$ cat src/hdl/raid0_stripe_request_splitter_defines.svh
// assertion macros for the raid0 stripe request splitter
// expects signals named clock and reset in the module that uses them
`ifndef RAID0_STRIPE_REQUEST_SPLITTER_DEFINES_SVH
`define RAID0_STRIPE_REQUEST_SPLITTER_DEFINES_SVH

// same-cycle implication
`define R0S_ASSERT_SAME(label, ante, cons) \
   label: assert property (@(posedge clock) disable iff (reset) (ante) |-> (cons)) \
      else $error("r0split: same-cycle check failed");

// next-cycle implication
`define R0S_ASSERT_NEXT(label, ante, cons) \
   label: assert property (@(posedge clock) disable iff (reset) (ante) |=> (cons)) \
      else $error("r0split: next-cycle check failed");

`endif

$ cat src/hdl/r0split_pkg.sv
// shared types and constants for the raid0 stripe request splitter
// no dependencies
`timescale 1ns / 1ps

package r0split_pkg;

   localparam int OFFSET_W     = 48;
   localparam int LEN_W        = 25;
   localparam int BLOCK_W      = 17;
   localparam int ADDR_W       = 47;
   localparam int DIV_STEPS    = OFFSET_W;
   localparam int DIV_COUNT_W  = $clog2(DIV_STEPS);
   localparam int MAX_SEGMENTS = 64;
   localparam int SPAN_W       = LEN_W + 1;

   localparam logic [BLOCK_W-1:0] BLOCK_RESET = BLOCK_W'(512);

   typedef struct packed {
      logic                mode;
      logic [OFFSET_W-1:0] volume_byte_offset;
      logic [LEN_W-1:0]    request_bytes;
   } req_type;

   typedef struct packed {
      logic               direction;
      logic               disk_select;
      logic [ADDR_W-1:0]  disk_byte_address;
      logic [BLOCK_W-1:0] segment_bytes;
      logic [LEN_W-1:0]   buffer_position;
      logic               last_segment;
      logic               too_many_blocks;
   } rsp_type;

   typedef struct packed {
      logic               done;
      logic               odd;
      logic [BLOCK_W-1:0] rem;
   } div_result_type;

endpackage

$ cat src/hdl/raid0_stripe_request_splitter.sv
// top level of the two-disk raid0 stripe request splitter
// depends on r0split_pkg, r0split_divider, r0split_walker and the defines header
`timescale 1ns / 1ps
`include "raid0_stripe_request_splitter_defines.svh"

// Usage
//   Request channel: drive req_item and raise start; the item is taken at a
//   clock edge where start is high and busy is low. busy stays high until the
//   last segment of the item is on the result ports.
//   Result channel: each segment is shown for one cycle with rsp_strobe high;
//   the receiver cannot stall and must take every strobed item.
//   Config: csr_write_enable with csr_write_data sets the stripe block size in
//   bytes (0 acts as 1); write it only while busy is low.
// Timing
//   The offset is divided by the block size in a bit-serial divider, one
//   offset bit per cycle. The walker then loads the divider result and emits
//   the segments from its output register, one segment per cycle. busy covers
//   the whole item; the next item can be taken on the cycle its
//   last segment is shown. Oversized and empty requests give one result.
// Reset
//   Clears the control state and sets the block size to 512 bytes.

module raid0_stripe_request_splitter import r0split_pkg::*; (
   input  logic               clock,
   input  logic               reset,
   input  logic               start,
   output logic               busy,
   input  req_type            req_item,
   output logic               rsp_strobe,
   output rsp_type            rsp_item,
   input  logic               csr_write_enable,
   input  logic [BLOCK_W-1:0] csr_write_data
);

   logic [BLOCK_W-1:0] block_bytes_ff, block_bytes_in;
   req_type            req_hold_ff, req_hold_in;
   logic [BLOCK_W-1:0] block_eff;
   logic               launch;
   logic               div_busy;
   logic               walk_busy;
   div_result_type     div_result;

   assign launch    = start && !busy;
   assign busy      = div_busy | walk_busy;
   assign block_eff = (block_bytes_ff == '0) ? BLOCK_W'(1) : block_bytes_ff;

   assign block_bytes_in = csr_write_enable ? csr_write_data : block_bytes_ff;
   assign req_hold_in    = launch ? req_item : req_hold_ff;

   always_ff @(posedge clock) begin
      if (reset) begin
         block_bytes_ff <= BLOCK_RESET;
      end else begin
         block_bytes_ff <= block_bytes_in;
      end
   end

   always_ff @(posedge clock) begin
      req_hold_ff <= req_hold_in;
   end

   r0split_divider u_divider (
      .clock    (clock),
      .reset    (reset),
      .launch   (launch),
      .dividend (req_item.volume_byte_offset),
      .divisor  (block_eff),
      .busy     (div_busy),
      .result   (div_result)
   );

   r0split_walker u_walker (
      .clock       (clock),
      .reset       (reset),
      .div_result  (div_result),
      .req_hold    (req_hold_ff),
      .block_bytes (block_eff),
      .busy        (walk_busy),
      .rsp_strobe  (rsp_strobe),
      .rsp_item    (rsp_item)
   );

   // segments of one item come out on consecutive cycles
   `R0S_ASSERT_NEXT(a_segments_contiguous, rsp_strobe && !rsp_item.last_segment, rsp_strobe)
   // an overflow flag always closes the item
   `R0S_ASSERT_SAME(a_many_is_last, rsp_strobe && rsp_item.too_many_blocks, rsp_item.last_segment)
   // only the final segment may be empty
   `R0S_ASSERT_SAME(a_mid_nonempty, rsp_strobe && !rsp_item.last_segment, rsp_item.segment_bytes != '0)
   // an accepted item keeps the block busy
   `R0S_ASSERT_NEXT(a_accept_busy, start && !busy, busy)

endmodule

$ cat src/hdl/r0split_divider.sv
// bit-serial restoring divider: remainder and quotient parity of offset / block size
// depends on r0split_pkg
`timescale 1ns / 1ps

module r0split_divider import r0split_pkg::*; (
   input  logic                clock,
   input  logic                reset,
   input  logic                launch,
   input  logic [OFFSET_W-1:0] dividend,
   input  logic [BLOCK_W-1:0]  divisor,
   output logic                busy,
   output div_result_type      result
);

   logic [OFFSET_W-1:0]    shift_ff, shift_in;
   logic [BLOCK_W-1:0]     rem_ff, rem_in;
   logic [DIV_COUNT_W-1:0] count_ff, count_in;
   logic                   run_ff, run_in;
   logic                   done_ff, done_in;
   logic                   odd_ff, odd_in;
   logic [BLOCK_W:0]       trial;
   logic [BLOCK_W:0]       diff;
   logic                   ge;

   // one dividend bit enters the partial remainder per cycle
   assign trial = {rem_ff, shift_ff[OFFSET_W-1]};
   assign ge    = trial >= {1'b0, divisor};
   assign diff  = trial - {1'b0, divisor};

   always_comb begin
      shift_in = shift_ff;
      rem_in   = rem_ff;
      count_in = count_ff;
      run_in   = run_ff;
      odd_in   = odd_ff;
      done_in  = run_ff && (count_ff == '0);
      if (launch) begin
         shift_in = dividend;
         rem_in   = '0;
         count_in = DIV_COUNT_W'(DIV_STEPS - 1);
         run_in   = 1'b1;
      end else if (run_ff) begin
         shift_in = {shift_ff[OFFSET_W-2:0], 1'b0};
         rem_in   = ge ? diff[BLOCK_W-1:0] : trial[BLOCK_W-1:0];
         count_in = count_ff - DIV_COUNT_W'(1);
         if (count_ff == '0) begin
            run_in = 1'b0;
            // last quotient bit is the block parity
            odd_in = ge;
         end
      end
   end

   always_ff @(posedge clock) begin
      if (reset) begin
         run_ff  <= 1'b0;
         done_ff <= 1'b0;
      end else begin
         run_ff  <= run_in;
         done_ff <= done_in;
      end
   end

   always_ff @(posedge clock) begin
      shift_ff <= shift_in;
      rem_ff   <= rem_in;
      count_ff <= count_in;
      odd_ff   <= odd_in;
   end

   assign busy        = run_ff | done_ff;
   assign result.done = done_ff;
   assign result.odd  = odd_ff;
   assign result.rem  = rem_ff;

endmodule

$ cat src/hdl/r0split_walker.sv
// segment walker: one result per stripe block touched, one if oversized; one per cycle
// depends on r0split_pkg
`timescale 1ns / 1ps

module r0split_walker import r0split_pkg::*; (
   input  logic               clock,
   input  logic               reset,
   input  div_result_type     div_result,
   input  req_type            req_hold,
   input  logic [BLOCK_W-1:0] block_bytes,
   output logic               busy,
   output logic               rsp_strobe,
   output rsp_type            rsp_item
);

   localparam logic ST_IDLE = 1'b0;
   localparam logic ST_EMIT = 1'b1;

   logic               state_ff, state_in;
   logic [ADDR_W-1:0]  base_ff, base_in;
   logic [BLOCK_W-1:0] start_ff, start_in;
   logic [LEN_W-1:0]   remaining_ff, remaining_in;
   logic [LEN_W-1:0]   pos_ff, pos_in;
   logic               odd_ff, odd_in;
   logic               dir_ff, dir_in;
   logic               many_ff, many_in;
   logic               strobe_ff, strobe_in;
   rsp_type            rsp_ff, rsp_in;

   logic [SPAN_W-1:0]   span;
   logic [SPAN_W-1:0]   limit;
   logic [OFFSET_W-1:0] first_base;
   logic [BLOCK_W-1:0]  avail;
   logic                fin;
   logic [BLOCK_W-1:0]  seg;

   // load-time values: last byte's distance from block start and disk base of first block
   assign span  = SPAN_W'(div_result.rem) + SPAN_W'(req_hold.request_bytes) - SPAN_W'(1);
   assign limit = SPAN_W'(block_bytes) * SPAN_W'(MAX_SEGMENTS);
   assign first_base = req_hold.volume_byte_offset - OFFSET_W'(div_result.rem)
                       - (div_result.odd ? OFFSET_W'(block_bytes) : OFFSET_W'(0));

   assign avail = block_bytes - start_ff;
   assign fin   = remaining_ff <= LEN_W'(avail);
   assign seg   = fin ? remaining_ff[BLOCK_W-1:0] : avail;

   always_comb begin
      state_in     = state_ff;
      base_in      = base_ff;
      start_in     = start_ff;
      remaining_in = remaining_ff;
      pos_in       = pos_ff;
      odd_in       = odd_ff;
      dir_in       = dir_ff;
      many_in      = many_ff;
      strobe_in    = 1'b0;
      rsp_in       = rsp_ff;
      case (state_ff)
         ST_IDLE: begin
            if (div_result.done) begin
               state_in     = ST_EMIT;
               base_in      = first_base[OFFSET_W-1:1];
               start_in     = div_result.rem;
               remaining_in = req_hold.request_bytes;
               pos_in       = '0;
               odd_in       = div_result.odd;
               dir_in       = req_hold.mode;
               many_in      = (req_hold.request_bytes != '0) && (span >= limit);
            end
         end
         ST_EMIT: begin
            strobe_in = 1'b1;
            if (many_ff) begin
               rsp_in.direction         = dir_ff;
               rsp_in.disk_select       = 1'b0;
               rsp_in.disk_byte_address = '0;
               rsp_in.segment_bytes     = '0;
               rsp_in.buffer_position   = '0;
               rsp_in.last_segment      = 1'b1;
               rsp_in.too_many_blocks   = 1'b1;
               state_in                 = ST_IDLE;
            end else begin
               rsp_in.direction         = dir_ff;
               rsp_in.disk_select       = odd_ff;
               rsp_in.disk_byte_address = base_ff + ADDR_W'(start_ff);
               rsp_in.segment_bytes     = seg;
               rsp_in.buffer_position   = pos_ff;
               rsp_in.last_segment      = fin;
               rsp_in.too_many_blocks   = 1'b0;
               remaining_in             = remaining_ff - LEN_W'(seg);
               pos_in                   = pos_ff + LEN_W'(seg);
               start_in                 = '0;
               // the disk block index steps after every odd volume block
               base_in  = odd_ff ? base_ff + ADDR_W'(block_bytes) : base_ff;
               odd_in   = ~odd_ff;
               if (fin) begin
                  state_in = ST_IDLE;
               end
            end
         end
         default: begin
            state_in = ST_IDLE;
         end
      endcase
   end

   always_ff @(posedge clock) begin
      if (reset) begin
         state_ff  <= ST_IDLE;
         strobe_ff <= 1'b0;
      end else begin
         state_ff  <= state_in;
         strobe_ff <= strobe_in;
      end
   end

   always_ff @(posedge clock) begin
      base_ff      <= base_in;
      start_ff     <= start_in;
      remaining_ff <= remaining_in;
      pos_ff       <= pos_in;
      odd_ff       <= odd_in;
      dir_ff       <= dir_in;
      many_ff      <= many_in;
      rsp_ff       <= rsp_in;
   end

   assign busy       = state_ff == ST_EMIT;
   assign rsp_strobe = strobe_ff;
   assign rsp_item   = rsp_ff;

endmodule

$ cat config.mk
export PLATFORM = sky130hd
export DESIGN_NAME = raid0_stripe_request_splitter
export DESIGN_NICKNAME = d
export VERILOG_FILES = /design/src/hdl/r0split_pkg.sv /design/src/hdl/raid0_stripe_request_splitter.sv /design/src/hdl/r0split_divider.sv /design/src/hdl/r0split_walker.sv
export VERILOG_INCLUDE_DIRS = /design/src /design/src/hdl
export SDC_FILE = /design/constraint.sdc
export NUM_CORES = 1
export LEC_CHECK = 0
export BUFFER_PORTS_ARGS = -buffer_cell sky130_fd_sc_hd__buf_4
export CAP_MARGIN = 20
export CORE_UTILIZATION = 45
export DETAILED_ROUTE_END_ITERATION = 10
export RECOVER_POWER = 100
export SLEW_MARGIN = 25
export SYNTH_ARGS = -nofsm -noshare
export SYNTH_HDL_FRONTEND = slang
export SYNTH_HIERARCHICAL = 1
export SYNTH_SLANG_ARGS = --single-unit
$ cat constraint.sdc
create_clock -name clock -period 20.3 [get_ports clock]
set_input_delay 6.09 -clock clock [delete_from_list [all_inputs] [get_ports clock]]
set_output_delay 6.09 -clock clock [all_outputs]
set_load 0.02 [all_outputs]
==> flow_metrics.py, run 1 <==
metrics = {
    "sta": {
        "fin_tns_setup_ns": 0,
        "slew_headroom_pct": -206.4,
        "fin_crit_sh_pct": 59.06,
        "final-setup-viol-count": 0,
        "hold_viol": 0,
        "worstMarginPinSlew_ns": 4.596,
        "fmax_mhz": 83.40,
        "finClkSkew_ns": 0.02384,
        "fin_crit_ns": 11.99,
        "slew_viol_final": 619,
        "rsz0062_at_grt": "no",
    },
    "logic_synthesis": {
        "synth-main-ff-cell": "edfxtp_1",
        "syn_area_um2": 24680,
        "async_reset_ff_share_pct": 0,
        "synth_edf_count": 333,
        "ys_types": 86,
        "synth_seq_cells": 377,
        "synth_area_leaders": "edfxtp_1, ha_1, xnor2_1",
        "syn-num-nets": 2759,
        "syn_inst": 2460,
        "synth_top_area_share_pct": 40.51,
        "ys_seq_area_share_pct": 44.08,
        "synth_top_cell_by_area": "edfxtp_1",
        "yosys_warnings": 6,
        "avgSynthCellArea_um2": 10.03,
    },
    "worst_setup_path": {
        "worstSetupStartpointType": "input pin",
        "critPathCaptureType": "flop",
        "critPathKind": "input pin to flop",
        "rr_startpoint": "block_bytes_ff[4]$_SDFFE_PP0P_",
        "crit_buf_inv": 4,
        "r2r_cells": 33,
        "max_stage_delay_ns": 3.28,
        "worstPathArrival_ns": 12.32,
        "crit_cells": 6,
        "crit_start": "start",
        "path_cells": "clkbuf_4 -> inv_1 -> nor2_4 -> clkbuf_1 -> clkbuf_1 -> mux2_2",
        "crit_path_max_fanout": 84,
        "required_ns": 20.63,
        "slowest_stage": "clkbuf_1",
        "crit_path_frequent_cell": "clkbuf_1",
        "cp_top_family": "buffers and inverters",
    },
    "clock_tree": {
        "post_cts_buffers": 0,
        "cts.sinks": 377,
        "worstSkewPairLatency_ns": 0.59,
        "cts_tree": "yes",
        "clockBufferDepth": 3,
        "cts_resized": 0,
        "postCtsHoldBufs": 0,
        "cts_root_buffer": "clkbuf_16",
        "numCtsBuffers": 45,
        "clkTransAtPathRegs_ns": 0.06,
        "ctsHtreeMaxLevel": 2,
    },
    "global_routing": {
        "busiest_layer": "met2",
        "grt_antenna_before_repair": 0,
        "grt_use_met1_pct": 32.99,
        "grt_use_met2_pct": 37.91,
        "grt_pass1_wl_um": 102200,
        "grt_util_met3_pct": 2.657,
        "grt_overflow": 0,
        "grt_usage_pct": 23.31,
        "grt_max_degree": 92,
        "grt_pass1_vias": 18370,
    },
    "floorplan": {
        "initial_utilization_pct": 45.69,
        "core_area_um2": 54030,
        "die_h_um": 236.2,
        "io_pins": 190,
        "die_w_um": 236.2,
        "rows": 85,
        "design.die.area_um2": 55790,
    },
    "routing": {
        "via_count": 18690,
        "vias_per_cell": 5.581,
        "post_drt_wl_per_cell_um": 19.44,
        "drt_iter0_markers": 1394,
        "wirelength_um": 65080,
        "drt_first_pass_iters": 5,
        "ant_nets": 0,
        "drc": 0,
    },
    "place": {
        "place_congestion": 0.9152,
        "place_area_um2": 26700,
        "numPortBuffers": 189,
        "dp_hpwl_um": 49050,
    },
    "cells_and_area": {
        "antenna_cells": 0,
        "area_delta_synth_final_pct": 11.88,
        "nets": 2915,
        "post-route-util_pct": 51.11,
        "drive_above_1_share_pct": 7.881,
        "fin_area_um2": 27620,
        "fillers": 5073,
    },
    "outcome": {
        "failed_checks": "capacitance limit, slew limit",
        "status": "finished with violations",
    },
    "min_path": {
        "min_from": "u_walker/dir_ff$_DFFE_PP_",
        "holdPathStages": 0,
        "hp-class": "flop to flop",
    },
    "pwr": {
        "power.leakage_nw": 10.50,
        "vdd_drop_max_mv": 0.06586,
        "power_density_nw_per_um2": 89.40,
    },
    "run": {
        "drv_cap": 10,
    },
}
worst reg2reg max path: cells and delay by family (launching register included):
kind / cells / cell delay (ns)
AO/OA/AOI/OAI: 11 / 3.61
XOR/XNOR: 2 / 0.39
adder cells (fa/ha/maj): 4 / 1.21
buffers and inverters: 4 / 1.51
flip-flops: 1 / 0.44
AND/OR/NAND/NOR: 12 / 2.58
where the power goes:
part | internal (W) | leakage [nW] | total (W) | switching (W)
sequential | 0.000896 | 3.48 | 0.000926 | 0.0000292
clock | 0.000495 | 0.743 | 0.000834 | 0.000339
combinational | 0.000305 | 6.28 | 0.000709 | 0.000404
layout make-up:
class	instances	area, um2	area share [%]
clock buffer	51	1169	4.232
inverter	206	774.5	2.805
clock inverter	32	369.1	1.337
tap	696	870.8	3.153
timing repair buffer	206	998.5	3.616
sequential	377	10880	39.40
multi-input combinational	1780	12550	45.46
cells by family after synthesis:
group                      after synthesis  synth area share (%)
AOI/OAI and AO/OA                      522                 13.83
xor gates and xnor gates               209                 7.649
adders and majority gates              212                 11.34
buffers and inverters                  303                 4.877
DFF                                    377                 44.08
muxes                                   77                 3.371
and+or+nand+nor                        760                 14.85
routing by layer:
metal | share of wire (%) | up-vias
li1 | - | 9134
met1 | 47 | 9002
met2 | 46 | 469
met3 | 4.7 | 80
met4 | 2.0 | 0
met5 | 0 | -
registers in the layout (all words and copies together), names as in the netlist, 25 cells and up:
name / count
u_walker/rsp_item: 93
req_hold_ff: 74
u_divider/shift_ff: 48
u_walker/base_ff: 47
u_walker/pos_ff: 25
u_walker/remaining_ff: 25
cell usage in the layout (no fill, tap or decap), types with 11 or more instances in the layout:
cell and n:
nor3_1 58, xor2_1 76, a21boi_0 11, inv_1 205
fa_1 22, and3_1 22, nand4_1 25, xnor2_1 129
nand2_1 146, a21oi_1 169, a21o_1 42, clkbuf_4 37
and2_1 14, o21bai_1 18, clkbuf_16 45, edfxtp_1 333
o31ai_1 13, clkbuf_1 150, nor4_1 22, mux2i_1 28
a211oi_1 18, or2_2 15, ha_1 182, o21ai_0 120
a31oi_1 21, nand2b_1 35, nor2_1 259, buf_4 23
mux2_2 47, and2_0 15, or3_1 24, o21a_1 14
dfxtp_1 44, nand3_1 44, nor2b_1 51
path summary, 6_finish.rpt:
kind              slack (ns)                                end
hold / removal          0.43    u_walker/rsp_item[92]$_DFFE_PP_
setup / recovery        8.31   u_divider/shift_ff[31]$_DFFE_PP_
hold reg to reg         0.43    u_walker/rsp_item[92]$_DFFE_PP_
setup reg to reg       10.29  u_walker/pos_ff[24]$_SDFFCE_PN0P_
synthesized netlist by cell type, types with 19 or more instances:
| master | number |
|---|---|
| a211oi_1 | 19 |
| a21o_1 | 42 |
| a21oi_1 | 170 |
| a31oi_1 | 20 |
| and2_1 | 29 |
| and3_1 | 22 |
| clkbuf_1 | 76 |
| dfxtp_1 | 44 |
| edfxtp_1 | 333 |
| fa_1 | 22 |
| ha_1 | 182 |
| inv_1 | 206 |
| mux2_2 | 49 |
| mux2i_1 | 28 |
| nand2_1 | 146 |
| nand2b_1 | 35 |
| nand3_1 | 44 |
| nand4_1 | 25 |
| nor2_1 | 260 |
| nor2b_1 | 51 |
| nor3_1 | 58 |
| nor4_1 | 22 |
| o21ai_0 | 118 |
| or3_1 | 24 |
| xnor2_1 | 129 |
| xor2_1 | 76 |
metrics by stage:
| step | total power, W | setup slack (ns) | hold slack [ns] | std cells |
|---|---|---|---|---|
| 6_report | 0.002469 | 8.310 | 0.4349 | 3348 |
| 5_1_grt | 0.002611 | 7.770 | 0.4490 | 3348 |
| 4_1_cts | 0.002496 | 11.52 | 0.4413 | 3348 |
| 3_5_place_dp | 0.001649 | 11.55 | 0.4253 | 3265 |
| 3_3_place_gp | 0.001632 | 11.75 | 0.4087 | 3265 |
| 2_1_floorplan | 0.001480 | 9.021 | 0.4003 | 2460 |
Note: power is estimated with default switching activity, not from simulation.
==> run 2, diff against run 1 <==
--- a/config.mk
+++ b/config.mk
@@ -10,6 +10,7 @@
 export CAP_MARGIN = 20
 export CORE_UTILIZATION = 45
 export DETAILED_ROUTE_END_ITERATION = 10
+export PLACE_DENSITY = 0.65
 export RECOVER_POWER = 100
 export SLEW_MARGIN = 25
 export SYNTH_ARGS = -nofsm -noshare
==> constraint.sdc (replaced) <==
create_clock -name clock -period 10.1 [get_ports clock]
set_input_delay 3.03 -clock clock [delete_from_list [all_inputs] [get_ports clock]]
set_output_delay 3.03 -clock clock [all_outputs]
set_load 0.02 [all_outputs]
==> flow_metrics.py, run 2 (synthesized netlist as in run 1, its figures left out) <==
metrics = {
    "outcome": {
        "status": "finished with violations",
        "failed_checks": "capacitance limit, slew limit",
    },
    "floorplan": {
        "initial_utilization_pct": 45.69,
        "rows": 85,
        "core_area_um2": 54030,
        "die_w_um": 236.2,
        "die_h_um": 236.2,
        "design.die.area_um2": 55790,
        "io_pins": 190,
    },
    "routing": {
        "ant_nets": 0,
        "wirelength_um": 64750,
        "vias_per_cell": 5.629,
        "via_count": 18840,
        "drc": 0,
        "drt_iter0_markers": 1321,
        "drt_first_pass_iters": 5,
        "post_drt_wl_per_cell_um": 19.35,
    },
    "place": {
        "place_congestion": 0.9570,
        "dp_hpwl_um": 48880,
        "pre_cts_ws_ns": 1.441,
        "place_area_um2": 26700,
        "numPortBuffers": 189,
        "place_inst": 3266,
    },
    "sta": {
        "fin_ws_ns": 0.8604,
        "worstMarginPinSlew_ns": 4.074,
        "slew_headroom_pct": -171.6,
        "slew_viol_final": 613,
        "finClkSkew_ns": 0.03875,
        "rsz0062_at_grt": "no",
        "fin_crit_sh_pct": 91.48,
        "final-setup-viol-count": 0,
        "fmax_mhz": 108.2,
        "hold_viol": 0,
        "fin_tns_setup_ns": 0,
        "fin_crit_ns": 9.240,
    },
    "pwr": {
        "seq_power_share_pct": 37.6,
        "combPwrFrac_pct": 29.1,
        "fin_total_pwr_w": 0.004931,
        "switching_share_pct": 31.17,
        "power_density_nw_per_um2": 178.7,
        "power_switching_w": 0.001537,
        "p_clk_share_pct": 33.2,
        "power.leakage_nw": 10.50,
        "vdd_drop_max_mv": 0.1135,
        "internal_power_w": 0.003394,
    },
    "cells_and_area": {
        "antenna_cells": 0,
        "register_area_um2": 10880,
        "finalNonFillerCells": 3346,
        "fin_area_um2": 27600,
        "drive_above_1_share_pct": 7.849,
        "final_cell_mix": "edfxtp_1, nor2_1, inv_1",
        "final_common_cell": "edfxtp_1",
        "multi_input_area_um2": 12570,
        "area_delta_synth_final_pct": 11.82,
        "fillers": 5012,
        "nets": 2915,
        "largest_reg_flops": 93,
    },
    "global_routing": {
        "grt_usage_pct": 22.79,
        "grt_overflow": 0,
        "grt_antenna_before_repair": 0,
        "grt_max_degree": 84,
        "grt_pass1_wl_um": 100100,
        "grt_pass1_vias": 18190,
    },
    "worst_setup_path": {
        "max_stage_delay_ns": 1.12,
        "crit_start": "block_bytes_ff[13]$_SDFFE_PP0P_",
        "worstPathArrival_ns": 9.51,
        "crit_path_max_fanout": 10,
        "worstSetupStartpointType": "flop",
        "rr_startpoint": "block_bytes_ff[13]$_SDFFE_PP0P_",
        "required_ns": 10.37,
        "slowest_stage": "o311ai_0",
        "critPathCaptureType": "flop",
        "r2r_cells": 30,
        "critPathKind": "flop to flop",
    },
    "clock_tree": {
        "ctsHtreeMaxLevel": 2,
        "post_cts_buffers": 0,
        "clockBufferDepth": 3,
        "cts.sinks": 377,
        "cts_tree": "yes",
        "postCtsHoldBufs": 0,
        "cts_resized": 0,
        "cts_root_buffer": "clkbuf_16",
        "numCtsBuffers": 44,
        "worstSkewPairLatency_ns": 0.60,
        "clkTransAtPathRegs_ns": 0.06,
    },
    "min_path": {
        "min_from": "req_hold_ff[73]$_DFFE_PP_",
        "holdPathStages": 0,
        "hp-class": "flop to flop",
    },
    "run": {
        "drv_cap": 9,
    },
}
==> run 2: per-layer routing <==
layer | up-vias | share of wire (%) | GRT usage (%)
met5 | - | 0 | 0
met3 | 91 | 5.7 | 3.101
met2 | 558 | 45 | 36.85
met1 | 9040 | 47 | 31.98
met4 | 0 | 2.4 | 6.198
li1 | 9147 | - | -
==> run 2: final cells by class <==
| cell class | instances | share of cell area (%) |
|---|---|---|
| Clock inverter | 21 | 1.138 |
| Clock buffer | 59 | 4.230 |
| Inverter | 206 | 2.806 |
| Tap cell | 696 | 3.155 |
| Timing Repair Buffer | 207 | 3.704 |
| Multi-Input combinational cell | 1780 | 45.54 |
| Sequential cell | 377 | 39.42 |
==> run 2: metrics by stage <==
stage / utilization, % / hold slack (ns)
after floorplan: - / 0.4003
after global placement: 49.42 / 0.4099
after detailed placement: 49.42 / 0.4059
after CTS: 52.16 / 0.4204
after global routing: 51.08 / 0.4505
final: 51.08 / 0.4201
==> run 2: worst paths after layout <==
check | end | slack (ns)
worst min register to register | u_walker/dir_ff$_DFFE_PP_ | 0.42
worst max register to register | u_walker/remaining_ff[17]$_DFFE_PP_ | 0.86
worst max-delay path | u_walker/remaining_ff[17]$_DFFE_PP_ | 0.86
worst min-delay path | u_walker/dir_ff$_DFFE_PP_ | 0.42
==> run 2: worst max-delay path: cells and delay by family (launching register included) <==
family,cells,cell delay (ns)
adder cells (fa/ha/maj),4,1.23
flip-flops,1,0.38
buffers and inverters,2,0.25
AO/OA/AOI/OAI,13,4.90
XOR/XNOR,1,0.13
AND/OR/NAND/NOR,10,2.02
==> run 2: power by group through the flow <==
stage	clock, W	combinational [W]	sequential, W
final	0.00164	0.00144	0.00186
after global routing	0.00174	0.00160	0.00187
after CTS	0.00168	0.00143	0.00185
after detailed placement	0	0.00142	0.00189
after global placement	0	0.00138	0.00188
after floorplan	0	0.00111	0.00186
